`config.mk`:
```
export PLATFORM = sky130hd
export DESIGN_NAME = even_port_allocator
export DESIGN_NICKNAME = d
export VERILOG_FILES = /design/src/rtl/epa_pkg.sv /design/src/rtl/even_port_allocator.sv /design/src/rtl/epa_mod_unit.sv
export SDC_FILE = /design/constraint.sdc
export NUM_CORES = 1
export LEC_CHECK = 0
export BUFFER_PORTS_ARGS = -buffer_cell sky130_fd_sc_hd__clkbuf_2
export CORE_MARGIN = 4
export CORE_UTILIZATION = 30
export CTS_CLUSTER_SIZE = 30
export DETAILED_ROUTE_END_ITERATION = 8
export GPL_ROUTABILITY_DRIVEN = 0
export PLACE_DENSITY = 0.5
export REMOVE_ABC_BUFFERS = 1
export SLEW_MARGIN = 0
export SYNTH_ARGS = -nofsm -noshare
export SYNTH_HDL_FRONTEND = slang
export SYNTH_HIERARCHICAL = 1
export SYNTH_SLANG_ARGS = --single-unit
```
`constraint.sdc`:
```
create_clock -name clk -period 6.3 [get_ports clk]
set_input_delay 0.63 -clock clk [delete_from_list [all_inputs] [get_ports clk]]
set_output_delay 0.63 -clock clk [all_outputs]
set_load 0.1 [all_outputs]
```
`src/rtl/epa_pkg.sv`:
```
// Package for the even port allocator: table sizing, port and status widths,
// status and action codes, and divider sizing. No dependencies.
`timescale 1ns / 1ps
package epa_pkg;

	localparam int TABLE_DEPTH = 32;
	localparam int IDX_W       = (TABLE_DEPTH > 1) ? $clog2(TABLE_DEPTH) : 1;

	localparam int PORT_W   = 16;
	localparam int WORD_W   = 32;
	localparam int STATUS_W = 3;

	localparam logic [PORT_W-1:0] PORT_MAX = 16'hffff;

	localparam logic [STATUS_W-1:0] ST_OK        = 3'd0;
	localparam logic [STATUS_W-1:0] ST_BOUND     = 3'd1;
	localparam logic [STATUS_W-1:0] ST_NONE_FREE = 3'd2;
	localparam logic [STATUS_W-1:0] ST_FULL      = 3'd3;
	localparam logic [STATUS_W-1:0] ST_NOT_FOUND = 3'd4;

	localparam logic ACT_ACQUIRE = 1'b0;
	localparam logic ACT_RELEASE = 1'b1;

	// Restoring divider: one quotient bit per cycle over the 32-bit dividend.
	localparam int DIV_STEPS = WORD_W;
	localparam int DIV_CNT_W = $clog2(DIV_STEPS);

endpackage

```
`src/rtl/even_port_allocator.sv`:
```
// Top level of the even port allocator: sequencer, port table and result register.
// Depends on epa_pkg and epa_mod_unit.
`timescale 1ns / 1ps
//
// Channel   Direction  Handshake         Payload
// --------  ---------  ----------------  ------------------------------------------
// command   in         start & !busy     action, range_start, range_end,
//                                        random_value, release_port
// result    out        done (one cycle)  port, status
//
// One transaction is taken at a time; busy stays high until its result is out.
// Acquire: a bounds check, the remainder unit (32 steps, then the remainder is
// handed over), then one table scan of up to TABLE_DEPTH entries per candidate
// port (a scan ends early on a hit), at most TABLE_DEPTH + 1 candidates, then a
// record step. Equal bounds skip the divider and scan and go straight to record;
// invalid bounds end at the bounds check.
// Release: a scan of up to TABLE_DEPTH entries, one entry a cycle on a single read port.
// Reset clears the valid bits and control; table contents stay undefined.
// The receiver cannot stall: done is a one-cycle strobe and a new start can be
// taken in the same cycle that done is high.
//
module even_port_allocator (
	input  logic                          clk,
	input  logic                          arst_n,
	input  logic                          start,
	output logic                          busy,
	input  logic                          action,
	input  logic [epa_pkg::WORD_W-1:0]    range_start,
	input  logic [epa_pkg::WORD_W-1:0]    range_end,
	input  logic [epa_pkg::WORD_W-1:0]    random_value,
	input  logic [epa_pkg::WORD_W-1:0]    release_port,
	output logic                          done,
	output logic [epa_pkg::PORT_W-1:0]    port,
	output logic [epa_pkg::STATUS_W-1:0]  status
);
	import epa_pkg::*;

	localparam logic [2:0] S_IDLE  = 3'd0;
	localparam logic [2:0] S_DIV   = 3'd1;
	localparam logic [2:0] S_PROBE = 3'd2;
	localparam logic [2:0] S_REC   = 3'd3;
	localparam logic [2:0] S_REL   = 3'd4;

	localparam logic [IDX_W-1:0] IDX_LAST = IDX_W'(TABLE_DEPTH - 1);

	logic [2:0]             state_q;
	logic [IDX_W-1:0]       idx_q;
	logic [PORT_W-1:0]      lo_q;
	logic [PORT_W-1:0]      hi_q;
	logic [PORT_W-1:0]      first_q;
	logic [PORT_W-1:0]      cand_q;
	logic                   done_q;
	logic [PORT_W-1:0]      port_q;
	logic [STATUS_W-1:0]    status_q;

	logic [PORT_W-1:0]      tbl_q [TABLE_DEPTH];
	logic [TABLE_DEPTH-1:0] valid_q;

	// Table write and valid-bit controls from the sequencer
	logic                   tbl_wr;
	logic [IDX_W-1:0]       tbl_wr_idx;
	logic                   vld_clr;

	logic                   accept;
	logic                   bound_bad;
	logic [PORT_W-1:0]      lo_n;
	logic [PORT_W-1:0]      hi_n;
	logic                   div_go;
	logic                   div_done;
	logic [PORT_W-1:0]      div_rem;
	logic [PORT_W-1:0]      start_sum;
	logic [PORT_W-1:0]      first_even;
	logic [PORT_W-1:0]      even_lo;
	logic [PORT_W:0]        cand_step;
	logic [PORT_W-1:0]      cand_next;
	logic                   entry_hit;
	logic                   slot_found;
	logic [IDX_W-1:0]       slot_idx;

	assign accept    = start && (state_q == S_IDLE);
	assign bound_bad = (|range_start[WORD_W-1:PORT_W]) || (|range_end[WORD_W-1:PORT_W]);

	// Order the bounds; only the low half matters once the bound check passes.
	always_comb begin
		if (range_start[PORT_W-1:0] > range_end[PORT_W-1:0]) begin
			lo_n = range_end[PORT_W-1:0];
			hi_n = range_start[PORT_W-1:0];
		end else begin
			lo_n = range_start[PORT_W-1:0];
			hi_n = range_end[PORT_W-1:0];
		end
	end

	assign div_go = accept && (action == ACT_ACQUIRE) && !bound_bad && (lo_n != hi_n);

	epa_mod_unit u_mod (
		.clk       (clk),
		.arst_n    (arst_n),
		.go        (div_go),
		.dividend  (random_value),
		.divisor   (hi_n - lo_n),
		.done      (div_done),
		.remainder (div_rem)
	);

	// Starting candidate: lo + remainder, rounded up to even (stays within hi).
	assign start_sum  = lo_q + div_rem;
	assign first_even = start_sum + {{(PORT_W-1){1'b0}}, start_sum[0]};
	assign even_lo    = lo_q + {{(PORT_W-1){1'b0}}, lo_q[0]};

	// Step past a used port; wrap to the first even port when beyond hi.
	assign cand_step = {1'b0, cand_q} + (PORT_W+1)'(2);
	assign cand_next = (cand_step > {1'b0, hi_q}) ? even_lo : cand_step[PORT_W-1:0];

	// Single table read port, addressed by the scan counter.
	assign entry_hit = valid_q[idx_q] && (tbl_q[idx_q] == cand_q);

	// Lowest free entry from the valid bits.
	always_comb begin
		slot_found = 1'b0;
		slot_idx   = '0;
		for (int i = TABLE_DEPTH - 1; i >= 0; i--) begin
			if (!valid_q[i]) begin
				slot_found = 1'b1;
				slot_idx   = IDX_W'(i);
			end
		end
	end

	assign tbl_wr     = (state_q == S_REC) && slot_found;
	assign tbl_wr_idx = slot_idx;
	assign vld_clr    = (state_q == S_REL) && entry_hit;

	always_ff @(posedge clk) begin
		if (tbl_wr) begin
			tbl_q[tbl_wr_idx] <= cand_q;
		end
	end

	always_ff @(posedge clk or negedge arst_n) begin
		if (!arst_n) begin
			valid_q <= '0;
		end else begin
			if (tbl_wr) begin
				valid_q[tbl_wr_idx] <= 1'b1;
			end
			if (vld_clr) begin
				valid_q[idx_q] <= 1'b0;
			end
		end
	end

	// Sequencer
	always_ff @(posedge clk or negedge arst_n) begin
		if (!arst_n) begin
			state_q <= S_IDLE;
			idx_q   <= '0;
			done_q  <= 1'b0;
		end else begin
			done_q <= 1'b0;
			case (state_q)
				S_IDLE: begin
					idx_q <= '0;
					if (accept) begin
						if (action == ACT_RELEASE) begin
							if (|release_port[WORD_W-1:PORT_W]) begin
								done_q <= 1'b1;
							end else begin
								state_q <= S_REL;
							end
						end else if (bound_bad) begin
							done_q <= 1'b1;
						end else if (lo_n == hi_n) begin
							state_q <= S_REC;
						end else begin
							state_q <= S_DIV;
						end
					end
				end
				S_DIV: begin
					if (div_done) begin
						state_q <= S_PROBE;
					end
				end
				S_PROBE: begin
					if (entry_hit) begin
						idx_q <= '0;
						if (cand_next == first_q) begin
							done_q  <= 1'b1;
							state_q <= S_IDLE;
						end
					end else if (idx_q == IDX_LAST) begin
						idx_q <= '0;
						if (cand_q == '0) begin
							done_q  <= 1'b1;
							state_q <= S_IDLE;
						end else begin
							state_q <= S_REC;
						end
					end else begin
						idx_q <= idx_q + 1'b1;
					end
				end
				S_REC: begin
					done_q  <= 1'b1;
					state_q <= S_IDLE;
				end
				S_REL: begin
					if (entry_hit || (idx_q == IDX_LAST)) begin
						done_q  <= 1'b1;
						state_q <= S_IDLE;
					end else begin
						idx_q <= idx_q + 1'b1;
					end
				end
				default: begin
					state_q <= S_IDLE;
				end
			endcase
		end
	end

	// Payload: bounds, candidate and result register
	always_ff @(posedge clk) begin
		case (state_q)
			S_IDLE: begin
				lo_q     <= lo_n;
				hi_q     <= hi_n;
				cand_q   <= (action == ACT_RELEASE) ? release_port[PORT_W-1:0] : lo_n;
				port_q   <= '0;
				status_q <= (action == ACT_RELEASE) ? ST_NOT_FOUND : ST_BOUND;
			end
			S_DIV: begin
				first_q <= first_even;
				cand_q  <= first_even;
			end
			S_PROBE: begin
				port_q   <= '0;
				status_q <= ST_NONE_FREE;
				if (entry_hit) begin
					cand_q <= cand_next;
				end
			end
			S_REC: begin
				if (slot_found) begin
					port_q   <= cand_q;
					status_q <= ST_OK;
				end else begin
					port_q   <= '0;
					status_q <= ST_FULL;
				end
			end
			S_REL: begin
				port_q   <= '0;
				status_q <= entry_hit ? ST_OK : ST_NOT_FOUND;
			end
			default: begin
				port_q   <= '0;
				status_q <= ST_OK;
			end
		endcase
	end

	assign busy   = (state_q != S_IDLE);
	assign done   = done_q;
	assign port   = port_q;
	assign status = status_q;

endmodule

```
`src/rtl/epa_mod_unit.sv`:
```
// Iterative remainder unit: 32-bit dividend modulo 16-bit divisor, one bit a cycle.
// Depends on epa_pkg.
`timescale 1ns / 1ps
module epa_mod_unit (
	input  logic                        clk,
	input  logic                        arst_n,
	input  logic                        go,
	input  logic [epa_pkg::WORD_W-1:0]  dividend,
	input  logic [epa_pkg::PORT_W-1:0]  divisor,
	output logic                        done,
	output logic [epa_pkg::PORT_W-1:0]  remainder
);
	import epa_pkg::*;

	logic                 run_q;
	logic                 done_q;
	logic [DIV_CNT_W-1:0] cnt_q;
	logic [WORD_W-1:0]    dvd_q;
	logic [PORT_W-1:0]    dsr_q;
	logic [PORT_W-1:0]    rem_q;
	logic [PORT_W:0]      trial;
	logic                 fits;
	logic [PORT_W-1:0]    rem_next;

	// Shift in the next dividend bit and subtract when the divisor fits.
	always_comb begin
		trial    = {rem_q, dvd_q[WORD_W-1]};
		fits     = (trial >= {1'b0, dsr_q});
		rem_next = fits ? PORT_W'(trial - {1'b0, dsr_q}) : trial[PORT_W-1:0];
	end

	always_ff @(posedge clk or negedge arst_n) begin
		if (!arst_n) begin
			run_q  <= 1'b0;
			done_q <= 1'b0;
			cnt_q  <= '0;
		end else begin
			done_q <= 1'b0;
			if (go) begin
				run_q <= 1'b1;
				cnt_q <= '0;
			end else if (run_q) begin
				cnt_q <= cnt_q + 1'b1;
				if (cnt_q == DIV_CNT_W'(DIV_STEPS - 1)) begin
					run_q  <= 1'b0;
					done_q <= 1'b1;
				end
			end
		end
	end

	always_ff @(posedge clk) begin
		if (go) begin
			dvd_q <= dividend;
			dsr_q <= divisor;
			rem_q <= '0;
		end else if (run_q) begin
			dvd_q <= {dvd_q[WORD_W-2:0], 1'b0};
			rem_q <= rem_next;
		end
	end

	assign done      = done_q;
	assign remainder = rem_q;

endmodule

```
==> parameters.txt <==
Parameter                              Value

Outcome
  Status    complete, no violations

STA
  Headroom to the max-slew limit    0.133
  Clock tree skew after final layout    24.7 ps
  Least-Margin Pin Slew    1300 ps
  Setup-violating endpoint count in the final report    0
  Endpoints failing hold    0
  Number of max-slew violations in the final report    0
  Unrepaired setup endpoints after global routing    false
  Post-route fraction of the period consumed by the critical path    0.840
  F_max    189 MHz
  Post-layout minimum cycle time    5290 ps

Power and ir drop
  Worst supply voltage drop on vdd    0.000179 V
  Sequential share of power    0.499
  Switching power    0.00217 W
  Power Dens Cells    262 nW/um^2
  Internal power    0.00796 W
  Switching share of total power    0.214
  Cell leakage power    12.7 nW
  Relative contribution of the clock network to total power    0.469
  Power Total    0.0101 W
  Combinational share of power    0.032

Placement
  Input/output buffers    152
  Total cell area at the placement stage    35900 sq um
  Detail Placement HPWL    71300 um

Finish
  Fraction of final layout cells sized beyond drive strength 1    0.178
  Relative area change from synthesis to final layout    16.9%
  Final non-filler cell area    38600 sq um
  Number of diodes added for antenna fixing    0
  Count of nets after finishing    2826
  Filler Cells Inserted    10600

CTS
  Num CTS Buffers    79
  Setup Fix Bufs, Post-CTS    0
  Clock insertion delay at the later pin of the skew report    660 ps
  Maximum number of buffers from clock root to sink    3
  CTS root buf    clkbuf_16
  TritonCTS clock tree    built
  Sink Count    706
  Clock input transition at the sequential cells of the worst setup and hold paths    60 ps
  Number of hold-repair buffers added at the cts stage    0
  Gates resized, CTS repair    0
  Level count of the clock H-tree    3

Die
  Number of rows in the core area    121
  Floorplan core area    109000 sq um
  Floorplan die area    115000 sq um
  Initial Utilization    0.303
  Number of ports placed on the die boundary    153
  Horizontal extent of the die    340 um
  Height of the die    340 um

Global route
  Initial antenna violation count    3
  GRT Residual Overflow    0
  Number of global-route vias before repair    22200
  Global-route wire length before repair    155000 um
  Maximum number of pins on one net before global-route repair    65
  Total routing resource utilization after global routing    0.180

Yosys
  Seq/Total Area, Yosys    0.630
  Number of enable-type register cells in the synthesized netlist    642
  Count of warnings emitted by yosys    6
  Most used standard cells in the synthesized netlist    edfxtp_1 (642), mux2i_1 (265), nor2_1 (142)
  Area share of the largest cell type after synthesis    0.584
  Syn Area/Cell    13.7 sq um
  Async set-or-reset flop fraction in the synthesized netlist    0.0680
  Post-synth cell types    89
  Gate Count Post-Synth    2418
  Number of storage elements in the synthesis netlist    706
  Yosys top cell by area    edfxtp_1
  Ranking of synthesized cells by area    edfxtp_1 (58%), mux2i_1 (8.0%), dfrtp_1 (3.6%)
  Most frequently used cell type in the post-synthesis netlist    edfxtp_1
  Post-Syn Area    33000 sq um
  Ys flop type    edfxtp_1

Routing
  Detailed-router iteration count before antenna repair    6
  Number of antenna-violating nets in the routed design    0
  Routed len/inst    25.8 um
  Mean number of vias per cell    5.33
  WL final    107000 um
  Vias    22200
  Number of design-rule violations left by the first detailed-router iteration    1993
  Number of design rule violations left after detail routing    0

Setup path
  Kind of end point of the critical path    flip-flop
  Critical path class    reg2reg
  Number of cells on the worst reg-to-reg path    12
  CP Data Required Time    6810 ps
  Largest fanout on the critical path    59
  Crit start category    flip-flop
  CP arrival    5810 ps

Run
  Max capacitance violation total    0

Min path
  Hold Crit Class    in2async
-- worst max-delay path, stage by stage, from the launching register on --
cell     delay (ps)
dfrtp_4         830
buf_12          440
mux2i_1         410
o22ai_1         120
nor4_1          640
a21oi_1         140
or4_1           550
nor4_1          370
buf_4           190
and4_1          600
nand2_4         180
nor3b_4         400
a31oi_1         140
-- final timing paths --
| path | end | slack [ps] | startpoint |
|---|---|---|---|
| setup / recovery | valid_q[21] | 1010 | idx_q[1] |
| hold / removal | valid_q[5] | 130 | arst_n |
| setup reg to reg | valid_q[21] | 1010 | idx_q[1] |
| hold reg to reg | u_mod/remainder[10] | 540 | u_mod/remainder[10] |
| max in group asynchronous | idx_q[1] | 5650 | arst_n |
| min in group clk | u_mod/dvd_q[0] | 270 | random_value[0] |
-- area by class of cell --
| class | instances | area, sq um | share of cell area |
|---|---|---|---|
| timing repair buffer | 226 | 1350 | 0.0351 |
| multi-input combinational | 1512 | 11600 | 0.300 |
| clock inverter | 50 | 552 | 0.0143 |
| clock buffer | 97 | 2120 | 0.0548 |
| tap | 1476 | 1850 | 0.0478 |
| sequential | 706 | 20800 | 0.539 |
| inverter | 93 | 349 | 0.00904 |
-- stage by stage --
stage | instances | TNS (ps) | setup WS [ps] | hold slack [ps] | util
global route | 4160 | 0 | 837 | 166 | 0.354
global placement | 4013 | 0 | 1110 | 512 | 0.329
floorplan | 2311 | -281320 | -5290 | 334 | -
CTS | 4160 | 0 | 1120 | 140 | 0.354
detailed placement | 4013 | 0 | 1150 | 533 | 0.329
finish | 4160 | 0 | 1010 | 134 | 0.354
-- per-layer routing --
layer | GRT usage | wire length [um] | up-vias
met5 | 0 | 0 | -
met4 | 0.0419 | 2410 | 0
met3 | 0.0290 | 6530 | 158
met2 | 0.305 | 51700 | 834
met1 | 0.244 | 46500 | 11300
li1 | - | - | 9850
-- power groups by stage --
stage                     registers, W  logic, W  clock network (W)
after global routing           0.00505  0.000355            0.00503
after CTS                      0.00506  0.000325            0.00483
after floorplan                0.00515  0.000170                  0
final                          0.00506  0.000322            0.00475
after global placement         0.00515  0.000319                  0
after detailed placement       0.00515  0.000323                  0
-- cells by family after synthesis --
| logic type | after synthesis | share of synthesized area |
|---|---|---|
| AOI/OAI and AO/OA | 433 | 0.0865 |
| xor gates and xnor gates | 98 | 0.0264 |
| adders and majority gates | 76 | 0.0292 |
| buffers and inverters | 200 | 0.0276 |
| DFF | 706 | 0.630 |
| muxes | 324 | 0.106 |
| and+or+nand+nor | 581 | 0.0942 |
-- cell usage in the layout, fill, tap and decap left out, types with 15 or more instances in the layout --
master     count
edfxtp_1     642
mux2i_1      265
clkbuf_2     152
o22ai_1      124
nor2_1       118
nand2_1      111
inv_1         91
clkbuf_16     81
ha_1          74
buf_4         71
a21oi_1       70
o21ai_0       64
xnor2_1       63
nor4_1        51
dfrtp_1       47
and3_1        43
nand3_1       41
mux2_2        41
nand4_1       38
xor2_1        34
nor3_1        30
nand2b_1      26
a31oi_1       20
clkinv_2      20
a21o_1        17
mux4_2        17
dfxtp_1       16
o211ai_1      15
-- flip-flops by register name, indices dropped and copies added (netlist names) --
signal,cells
idx_q,5
state_q,3
u_mod/dvd_q,32
first_q,15
port,16
u_mod/remainder,16
cand_q,16
u_mod/dsr_q,16
u_mod/done,1
tbl_q,512
u_mod/cnt_q,5
status,3
lo_q,16
done,1
hi_q,16
valid_q,32
u_mod/run_q,1
No activity file was read; power rests on OpenSTA's default activity.
